$ cat src/rtl/xor_checked_frame_receiver_macros.svh
// Assertion shorthands for the XOR-checked frame receiver.
// Assumes signals named clk and rst in the including module.
`ifndef XOR_CHECKED_FRAME_RECEIVER_MACROS_SVH
`define XOR_CHECKED_FRAME_RECEIVER_MACROS_SVH

// Same-cycle implication, ignored during reset.
`define XCFR_ASSERT_NOW(label, ante, cons, msg) \
  label: assert property (@(posedge clk) disable iff (rst) (ante) |-> (cons)) \
    else $error(msg);

// Next-cycle implication, ignored during reset.
`define XCFR_ASSERT_NEXT(label, ante, cons, msg) \
  label: assert property (@(posedge clk) disable iff (rst) (ante) |=> (cons)) \
    else $error(msg);

`endif

$ cat src/rtl/xcfr_pkg.sv
// Shared types and fixed field widths for the XOR-checked frame receiver.
// No dependencies.
`default_nettype none

package xcfr_pkg;

  localparam int OCTET_W = 8;
  localparam int POS_W   = 6;
  localparam int TICK_W  = 16;

  typedef logic [OCTET_W-1:0] octet_t;
  typedef logic [POS_W-1:0]   pos_t;
  typedef logic [TICK_W-1:0]  tick_t;

  // Input item kinds
  localparam logic MODE_BYTE = 1'b0;
  localparam logic MODE_TICK = 1'b1;

  // Configuration register indexes
  localparam logic REG_SYNC    = 1'b0;
  localparam logic REG_TIMEOUT = 1'b1;

  localparam octet_t SYNC_RESET    = 8'hAA;
  localparam tick_t  TIMEOUT_RESET = 16'd50;
  localparam tick_t  TICK_MAX      = 16'hFFFF;

endpackage

`default_nettype wire

$ cat src/rtl/xor_checked_frame_receiver.sv
// Top level of the XOR-checked frame receiver: receive control, frame RAM, readout.
// Depends on xcfr_pkg, xcfr_ram and xor_checked_frame_receiver_macros.svh.
//
//   Channel  | Dir | Handshake          | Payload
//   ---------+-----+--------------------+------------------------------------------
//   in       | in  | in_valid/in_ready  | mode, data_byte
//   out      | out | out_valid/out_ready| frame_byte, byte_position, last_of_frame
//   cfg      | in  | cfg_we (no wait)   | cfg_index, cfg_data
//
// One input item per cycle while receiving; bytes and ticks update the counters
// in the cycle of their transfer and each kept byte is written to the frame RAM.
// A good checksum starts a readout of FRAME_BYTES results, one per cycle when the
// sink keeps up; input is held off until the last result is in the output
// register, as the RAM has one read port. Synchronous reset clears counters,
// state and config but not RAM contents. Output stalls hold the readout in place.
`default_nettype none
`include "xor_checked_frame_receiver_macros.svh"

module xor_checked_frame_receiver #(
  parameter int FRAME_BYTES = 16
) (
  input  wire logic           clk,
  input  wire logic           rst,
  // input items
  input  wire logic           in_valid,
  output logic                in_ready,
  input  wire logic           mode,
  input  wire xcfr_pkg::octet_t data_byte,
  // results
  output logic                out_valid,
  input  wire logic           out_ready,
  output xcfr_pkg::octet_t    frame_byte,
  output xcfr_pkg::pos_t      byte_position,
  output logic                last_of_frame,
  // configuration
  input  wire logic           cfg_we,
  input  wire logic           cfg_index,
  input  wire xcfr_pkg::tick_t cfg_data
);

  import xcfr_pkg::*;

  localparam int   AW    = (FRAME_BYTES > 1) ? $clog2(FRAME_BYTES) : 1;
  localparam int   PTR_W = $clog2(FRAME_BYTES + 1);
  localparam pos_t LAST_POS = POS_W'(FRAME_BYTES - 1);
  localparam logic [PTR_W-1:0] PTR_END = PTR_W'(FRAME_BYTES);

  localparam logic ST_RECV = 1'b0;
  localparam logic ST_READ = 1'b1;

  // Configuration
  octet_t sync_value;
  tick_t  timeout_ticks;

  always_ff @(posedge clk) begin
    if (rst) begin
      sync_value    <= SYNC_RESET;
      timeout_ticks <= TIMEOUT_RESET;
    end else if (cfg_we) begin
      case (cfg_index)
        REG_SYNC:    sync_value    <= cfg_data[OCTET_W-1:0];
        REG_TIMEOUT: timeout_ticks <= cfg_data;
        default:     ;
      endcase
    end
  end

  // Receive state
  logic   state, state_next;
  pos_t   fill_count, fill_count_next;
  octet_t running_xor, running_xor_next;
  tick_t  idle_ticks, idle_ticks_next;

  logic   in_xfer;
  logic   ram_we;
  logic   frame_ok;
  tick_t  tick_inc;

  // Readout
  logic [PTR_W-1:0] rd_ptr, rd_ptr_next;
  logic   rd_pending, rd_pending_next;
  pos_t   pend_pos;
  logic   rd_issue;
  logic   load;
  logic   read_done;
  octet_t rd_data;

  assign in_ready = (state == ST_RECV);
  assign in_xfer  = in_valid && in_ready;
  assign tick_inc = (idle_ticks == TICK_MAX) ? idle_ticks : idle_ticks + 1'b1;

  // Move RAM data into the output register whenever it is free or draining.
  assign load      = rd_pending && (!out_valid || out_ready);
  assign rd_issue  = (state == ST_READ) && (rd_ptr != PTR_END) && (!rd_pending || load);
  assign read_done = (state == ST_READ) && (rd_ptr == PTR_END) && (!rd_pending || load);

  always_comb begin
    state_next       = state;
    fill_count_next  = fill_count;
    running_xor_next = running_xor;
    idle_ticks_next  = idle_ticks;
    rd_ptr_next      = rd_ptr;
    ram_we           = 1'b0;
    frame_ok         = 1'b0;

    if (in_xfer) begin
      if (mode == MODE_TICK) begin
        idle_ticks_next = tick_inc;
        if (fill_count != '0 && tick_inc > timeout_ticks) begin
          fill_count_next  = '0;
          running_xor_next = '0;
        end
      end else begin
        idle_ticks_next = '0;
        if (fill_count == '0 && data_byte != sync_value) begin
          // stray byte outside a frame
        end else if (fill_count != LAST_POS) begin
          ram_we           = 1'b1;
          running_xor_next = running_xor ^ data_byte;
          fill_count_next  = fill_count + 1'b1;
        end else begin
          // checksum byte: keep it in the RAM too when it matches, so readout is uniform
          frame_ok         = (running_xor == data_byte);
          ram_we           = frame_ok;
          fill_count_next  = '0;
          running_xor_next = '0;
          if (frame_ok) begin
            state_next  = ST_READ;
            rd_ptr_next = '0;
          end
        end
      end
    end

    if (rd_issue) begin
      rd_ptr_next = rd_ptr + 1'b1;
    end
    if (read_done) begin
      state_next = ST_RECV;
    end

    if (rd_issue) begin
      rd_pending_next = 1'b1;
    end else if (load) begin
      rd_pending_next = 1'b0;
    end else begin
      rd_pending_next = rd_pending;
    end
  end

  always_ff @(posedge clk) begin
    if (rst) begin
      state       <= ST_RECV;
      fill_count  <= '0;
      running_xor <= '0;
      idle_ticks  <= '0;
      rd_ptr      <= '0;
      rd_pending  <= 1'b0;
      out_valid   <= 1'b0;
    end else begin
      state       <= state_next;
      fill_count  <= fill_count_next;
      running_xor <= running_xor_next;
      idle_ticks  <= idle_ticks_next;
      rd_ptr      <= rd_ptr_next;
      rd_pending  <= rd_pending_next;
      if (load) begin
        out_valid <= 1'b1;
      end else if (out_ready) begin
        out_valid <= 1'b0;
      end
    end
  end

  // Payload registers, no reset
  always_ff @(posedge clk) begin
    if (rd_issue) begin
      pend_pos <= POS_W'(rd_ptr);
    end
    if (load) begin
      frame_byte    <= rd_data;
      byte_position <= pend_pos;
      last_of_frame <= (pend_pos == LAST_POS);
    end
  end

  xcfr_ram #(
    .WIDTH (OCTET_W),
    .DEPTH (FRAME_BYTES)
  ) u_frame_ram (
    .clk   (clk),
    .we    (ram_we),
    .waddr (fill_count[AW-1:0]),
    .wdata (data_byte),
    .re    (rd_issue),
    .raddr (rd_ptr[AW-1:0]),
    .rdata (rd_data)
  );

  // Checks
  `XCFR_ASSERT_NOW(a_recv_no_pending, state == ST_RECV, !rd_pending,
    "read outstanding while receiving")
  `XCFR_ASSERT_NEXT(a_pending_holds, rd_pending && !load, rd_pending && $stable(rd_data),
    "stalled read data lost")
  `XCFR_ASSERT_NOW(a_fill_bound, 1'b1, fill_count <= LAST_POS,
    "fill count beyond frame length")
  `XCFR_ASSERT_NEXT(a_good_frame_reads, in_xfer && frame_ok,
    state == ST_READ && fill_count == '0 && rd_ptr == '0,
    "good frame did not start readout")

endmodule

`default_nettype wire

$ cat src/rtl/xcfr_ram.sv
// Generic simple dual-port RAM: one write port, one registered read port.
// Read data holds until the next read enable. No dependencies.
`default_nettype none

module xcfr_ram #(
  parameter int WIDTH = 8,
  parameter int DEPTH = 16,
  localparam int AW = (DEPTH > 1) ? $clog2(DEPTH) : 1
) (
  input  wire logic             clk,
  input  wire logic             we,
  input  wire logic [AW-1:0]    waddr,
  input  wire logic [WIDTH-1:0] wdata,
  input  wire logic             re,
  input  wire logic [AW-1:0]    raddr,
  output logic      [WIDTH-1:0] rdata
);

  logic [WIDTH-1:0] mem [DEPTH];

  always_ff @(posedge clk) begin
    if (we) begin
      mem[waddr] <= wdata;
    end
    if (re) begin
      rdata <= mem[raddr];
    end
  end

endmodule

`default_nettype wire

$ cat config.mk
export PLATFORM = sky130hd
export DESIGN_NAME = xor_checked_frame_receiver
export DESIGN_NICKNAME = d
export VERILOG_FILES = /design/src/rtl/xcfr_pkg.sv /design/src/rtl/xor_checked_frame_receiver.sv /design/src/rtl/xcfr_ram.sv
export VERILOG_INCLUDE_DIRS = /design/src /design/src/rtl
export SDC_FILE = /design/constraint.sdc
export NUM_CORES = 1
export LEC_CHECK = 0
export BUFFER_PORTS_ARGS = -buffer_cell sky130_fd_sc_hd__buf_4
export CAP_MARGIN = 20
export CORE_AREA = 2 2 181 183
export CTS_CLUSTER_DIAMETER = 200
export DETAILED_ROUTE_END_ITERATION = 10
export DIE_AREA = 0 0 183 185
export MAX_ROUTING_LAYER = met4
export SLEW_MARGIN = 20
export SYNTH_ARGS = -nofsm -noshare
export SYNTH_HDL_FRONTEND = slang
export SYNTH_SLANG_ARGS = --single-unit
$ cat constraint.sdc
create_clock -name clk -period 4.9 [get_ports clk]
set_clock_uncertainty 0.05 [all_clocks]
set_input_delay 0.49 -clock clk [delete_from_list [all_inputs] [get_ports clk]]
set_output_delay 0.49 -clock clk [all_outputs]
set_load 0.005 [all_outputs]
After elaboration in Yosys (flattened, before gate mapping)
Memory sizes are Yosys's and may differ from the RTL's. A register that Yosys moved wholly into a read port is not among the register bits.
Index checks and enable logic that the tools add are counted.
Operators by class
  reductions and logical operators: 24
  magnitude comparators: 1
  equal/unequal tests: 12
  bitwise logic cells: 6
  add/subtract/negate cells: 3
  multiplexer cells: 26
Operator list (number)
  2-to-1 mux 16 bit: 2
  2-to-1 mux 8 bit: 4
  2-to-1 mux 5 bit: 6
  2-to-1 mux 6 bit: 4
  adder 16 x 1 -> 16 bit (second input constant): 1
  == test 16 bit (second input constant): 1
  greater-than comparator 16 bit: 1
  2-to-1 mux 1 bit: 10
  AND reduction 5 bit: 2
  == test 8 bit: 1
  logical AND 1 bit: 8
  inequality test 8 bit: 1
  nonzero test 2 bit: 4
  bitwise XOR 8 bit: 1
  adder 6 x 1 -> 6 bit (second input constant): 1
  zero test 6 bit: 1
  inequality test 2 bit (second input constant): 3
  inequality test 6 x 4 -> 1 bit (second input constant): 1
  nonzero test 6 bit: 1
  adder 5 x 1 -> 5 bit (second input constant): 1
  == test 5 x 4 -> 1 bit (second input constant): 1
  == test 5 bit (second input constant): 1
  inequality test 5 bit (second input constant): 1
  inverter 1 bit: 5
  other kinds (6): 10
Storage, ports and cells
  bits in writable memories: 128
  output and inout port bits: 17
  flip-flop bits (word level): 81
  memories kept: 1
Memories
  u_frame_ram.mem: depth 16, bits a word 8, rd ports 1, clocked after Yosys merged registers in 1, write ports 1, RTL line xcfr_ram.sv:19  | logic [WIDTH-1:0] mem [DEPTH];

Depth between registers and ports, before layout
  depth in word-level cells: 7
  mapped depth: 15

Cells and area by module
A second synthesis with hierarchy kept.
Unflattened totals
  cell total of the unflattened synthesis: 692
  area, all modules: 9365.2 um2
By module, submodules not included
  xcfr_ram: cells an instance 229, area an instance 5227.5 um2, times used 1, seq. area each 4083.9 um2
  xor_checked_frame_receiver: cells an instance 463, area an instance 4137.7 um2, times used 1, seq. area each 1811.7 um2

Least setup slack after synthesis
No wires, ideal clock.
  kind: register to register
  from: register idle_ticks[0]
  to: register fill_count[5]
  stages on the path, launching flop included: 15
  slack: 1516 ps
  path buffers: 2
  library setup time: 87 ps
  data arrival time: 3247 ps
  cell sequence: dfxtp_1 > ha_1 > nand2_2 > nor4_2 > nand2b_1 > buf_2 > mux2_1 > ha_1 > nor2b_1 > o211ai_1 > a2111oi_0 > o31ai_1 > buf_2 > a41oi_1 > o31ai_1
Between the ends
  cells in the longest elaborated chain, start to end: 6
  elaborated cells on any way between the ends: 7
  those cells by class: 1 x add/sub; 1 x order compare; 2 x eq/ne; 1 x mux; 2 x reduce/logical
RTL lines
  start, declared: RTL line xor_checked_frame_receiver.sv:72  | tick_t idle_ticks, idle_ticks_next;
  start signal, assigned: RTL line xor_checked_frame_receiver.sv:164  | idle_ticks <= idle_ticks_next;
  adder 16 x 1 -> 16 bit or == test 16 bit (tied branches): RTL line xor_checked_frame_receiver.sv:90  | assign tick_inc = (idle_ticks == TICK_MAX) ? idle_ticks : idle_ticks + 1'b1;
  2-to-1 mux 16 bit (*): RTL line xor_checked_frame_receiver.sv:90
  greater-than comparator 16 bit (*): RTL line xor_checked_frame_receiver.sv:109  | if (fill_count != '0 && tick_inc > timeout_ticks) begin
  logical AND 1 bit (*): RTL line xor_checked_frame_receiver.sv:109
  inequality test 2 x 1 -> 1 bit (no source line) (*)
  AND reduction 3 bit (no source line) (*)
  end signal, assigned: RTL line xor_checked_frame_receiver.sv:162  | fill_count <= fill_count_next;
  end, declared: RTL line xor_checked_frame_receiver.sv:70  | pos_t fill_count, fill_count_next;
Mark *: on every way between the ends. The rest lies on a longest branch, timed or not.
A chain may end at the register's enable or synchronous reset.

Worst setup path in the final report
  from: register idle_ticks[0]
  to: register fill_count[1]
Same word-level chain as after synthesis.

==> metrics.csv <==
metric;value;unit
num_cts_buffers;25;
overflow;0;
share_comb_of_total_power;0.031;
drt_drc_violations_left;0;
post_synth_instance_area;9457;µm²
final.min_clock_period;3873;ps
final.period_utilization;0.7905;
hold_path_end;sync_value[1]$_SDFFE_PP1P_;
crit_fanout;15;
ys_dominant_reg_cell;edfxtp_1;
clock_root_cell;clkbuf_16;
synth_cell_type_count;61;
synthCells;708;
critical_path.n_buffers_inverters;1;
worst_tran_pin_value;1038;ps
power.clock.fraction;0.464;
hold_start;cfg_data[1];
hpwl;12950;µm
drt-wirelength-per-cell;17.00;µm
clock_tree.htree_level_count;1;
port_buffers;46;
critical_path_cell_count;13;
rrSetupSlack;1030;ps
antenna-diode-count;0;
fmax;258.2;MHz
initialDrtViolationCount;417;
hold_buffers;0;
top_layer;met4;
synth_fp_nets;762;
worstSetupEndpointType;flop;
arrival;4230;ps
min_delay_path_depth;3;
setup_viol_count_final;0;
wirelength;20200;µm
synth-edff-count;155;
synth.avg_cell_area;13.36;µm²
tritoncts;built;
internal_power;0.003118;W
cellPowerDensity;352.3;nW/µm²
max-clock-path-buffers;3;
critical-path-max-stage-delay;460;ps
vdd_ir_drop_max;0.2194;mV
met2RoutedLength;9768;µm
grt_antenna_before_repair;0;
cts.repair.resized;0;
gp_congestion;0.8197;
io_pins;48;
status;completed;
wl_met1;9196;µm
critical_path.startpoint_type;flop;
maxCapViolations;0;
detail_route.first_pass.iterations;4;
critical-path-top-delay-family;simple AND/OR/NAND/NOR gates;
post_cts.repair.setup_buffers;0;
route.detailed.vias_per_inst;4.862;
fp.dieH;185;µm
coreArea;32040;µm²
synth_async_sr_flop_share;0;
routed_vias;5776;
floorplan.die.width;183;µm
synth_to_final_area_change;17.40;%
worst-r2r-cell-count;13;
startpoint;idle_ticks[0]$_SDFFE_PP0P_;
grt_first_pass_wirelength;31830;µm
route.met3.wl;955;µm
crit_required;5260;ps
seqPwrFrac;0.505;
finish.utilization;0.3465;
grt_max_degree;47;
timing.rr.end;fill_count[1]$_SDFFE_PP0P_;
rows;66;
timing.critical_path.cells;ha_1 > nand2_2 > nor4_2 > nand2b_1 > mux2_1 > ha_1 > nor2b_1 > o211ai_1 > a2111oi_0 > o31ai_1 > buf_4 > and2_1 > o41ai_1;
tns;0;ps
clkLatencyLatePin;510;ps
initial_core_util;0.2951;
cpMaxStageDelayCell;nor4_2;
cts.sinks;217;
grtUsageTotal;0.1233;
slew-limit-headroom;0.3027;
finish.net_count;815;
critical_path.reg2reg.startpoint;idle_ticks[0]$_SDFFE_PP0P_;
worst_hold_path_type;primary input to flop;
switching_power;0.0007932;W
report.final.slew_viol_count;0;
fraction_of_the_yosys_area_taken_by_sequential_cells;0.6234;
hold_viol_final;0;
hold_slack;157.1;ps
crit_type;flop to flop;
cts.reportedPaths.clkPinSlew;60;ps
design.die.area;33860;µm²
antenna_left;0;
warnings_from_yosys;0;
via_count_of_the_first_global_routing_pass;5693;
final_layout_size_suffix_gt1_frac;0.2051;
switching_share;0.2028;
synth-seq-cells;217;
leakagePower;3.686;nW
crit_top_cell;ha_1;
grt_setup_unrepaired;no;
[per-stage QoR]
| step | cell area (µm²) | cells | total power (W) | setup slack [ps] |
|---|---|---|---|---|
| 6_report | 11100 | 1188 | 0.003911 | 1027 |
| 5_1_grt | 11100 | 1188 | 0.004052 | 710.5 |
| 4_1_cts | 11100 | 1188 | 0.003967 | 1013 |
| 3_5_place_dp | 10290 | 1142 | 0.002139 | 1054 |
| 3_3_place_gp | 10290 | 1142 | 0.002136 | 1131 |
| 2_1_floorplan | 9457 | 708 | 0.002081 | 1516 |
[worst register-to-register path, stage by stage (launching register included)]
cell	delay [ps]
dfxtp_1	400
ha_1	250
nand2_2	110
nor4_2	460
nand2b_1	390
mux2_1	440
ha_1	300
nor2b_1	150
o211ai_1	90
a2111oi_0	370
o31ai_1	130
buf_4	210
and2_1	200
o41ai_1	220
[cell families (layout without fill, tap and decap cells)]
kind of cell / Yosys count / count (layout) / synth area share
compound gates: 110 / 110 / 0.07449
xor+xnor: 27 / 27 / 0.02501
fa+ha+maj: 23 / 23 / 0.03043
buf+inv: 79 / 151 / 0.03638
flops: 217 / 217 / 0.6234
mux: 43 / 43 / 0.09883
other cells: 1 / 1 / 0.0003965
simple gates: 208 / 208 / 0.1110
[power by group through the flow]
stage / clock (W) / sequential [W] / combinational (W)
after floorplan: 0 / 0.00201 / 0.0000677
after global placement: 0 / 0.00201 / 0.000122
after detailed placement: 0 / 0.00201 / 0.000124
after CTS: 0.00187 / 0.00198 / 0.000124
after global routing: 0.00194 / 0.00198 / 0.000138
final: 0.00181 / 0.00198 / 0.000122
[Yosys cell counts (15+ instances only)]
cell type | number | area (µm²)
a21oi_1 | 46 | 230.2
clkbuf_1 | 18 | 67.56
dfxtp_1 | 62 | 1241
edfxtp_1 | 155 | 4654
ha_1 | 23 | 287.8
inv_1 | 40 | 150.1
mux4_2 | 40 | 900.9
nand2_1 | 75 | 281.5
nand3_1 | 25 | 125.1
nor2_1 | 28 | 105.1
nor3_1 | 15 | 75.07
xnor2_1 | 17 | 148.9
[area by class of cell]
cell class | count | area, µm²
flip-flops and latches | 217 | 5897
repair buffers | 64 | 480.5
fillers | 3139 | 20940
well taps | 408 | 510.5
inverters | 41 | 153.9
multi-input cells | 412 | 3247
clock inverters | 4 | 53.80
clock buffers | 42 | 759.5
[state kept, by name, summed over array words and instances (netlist names)]
| name | count |
|---|---|
| u_frame_ram.rdata | 8 |
| timeout_ticks | 16 |
| idle_ticks | 16 |
| frame_byte | 8 |
| sync_value | 8 |
| state | 1 |
| byte_position | 5 |
| out_valid | 1 |
| fill_count | 6 |
| running_xor | 8 |
| last_of_frame | 1 |
| pend_pos | 5 |
| rd_ptr | 5 |
| rd_pending | 1 |
| u_frame_ram.mem | 128 |
[cell usage in the layout, fill, tap and decap left out, drive strengths merged, types with 2 or more instances in the layout]
master / n
a2111oi: 4
a211o: 2
a211oi: 2
a21o: 6
a21oi: 47
a31oi: 11
and2: 4
and3: 5
and4: 2
buf: 64
clkbuf: 42
dfxtp: 62
edfxtp: 155
ha: 23
inv: 44
mux2: 3
mux4: 40
nand2: 76
nand2b: 5
nand3: 25
nand4: 15
nand4bb: 2
nor2: 28
nor2b: 5
nor3: 15
nor4: 16
o211ai: 5
o21a: 3
o21ai: 9
o22ai: 8
o31ai: 3
o32ai: 3
o41ai: 3
or2: 2
or4: 5
xnor2: 17
xor2: 10
[routing by layer]
layer | up-vias | global-route usage
met1 | 2846 | 0.1593
met2 | 123 | 0.2050
li1 | 2783 | -
met4 | 0 | 0.02976
met3 | 24 | 0.01907
met5 | - | -
[how the worst max path moves through the flow]
stage	endpoint
after floorplan	fill_count[5]$_SDFFE_PP0P_
after global placement	fill_count[1]$_SDFFE_PP0P_
after detailed placement	fill_count[1]$_SDFFE_PP0P_
after CTS	fill_count[1]$_SDFFE_PP0P_
after global routing	fill_count[1]$_SDFFE_PP0P_
final	fill_count[1]$_SDFFE_PP0P_
Power figures use the tool's default switching activity.
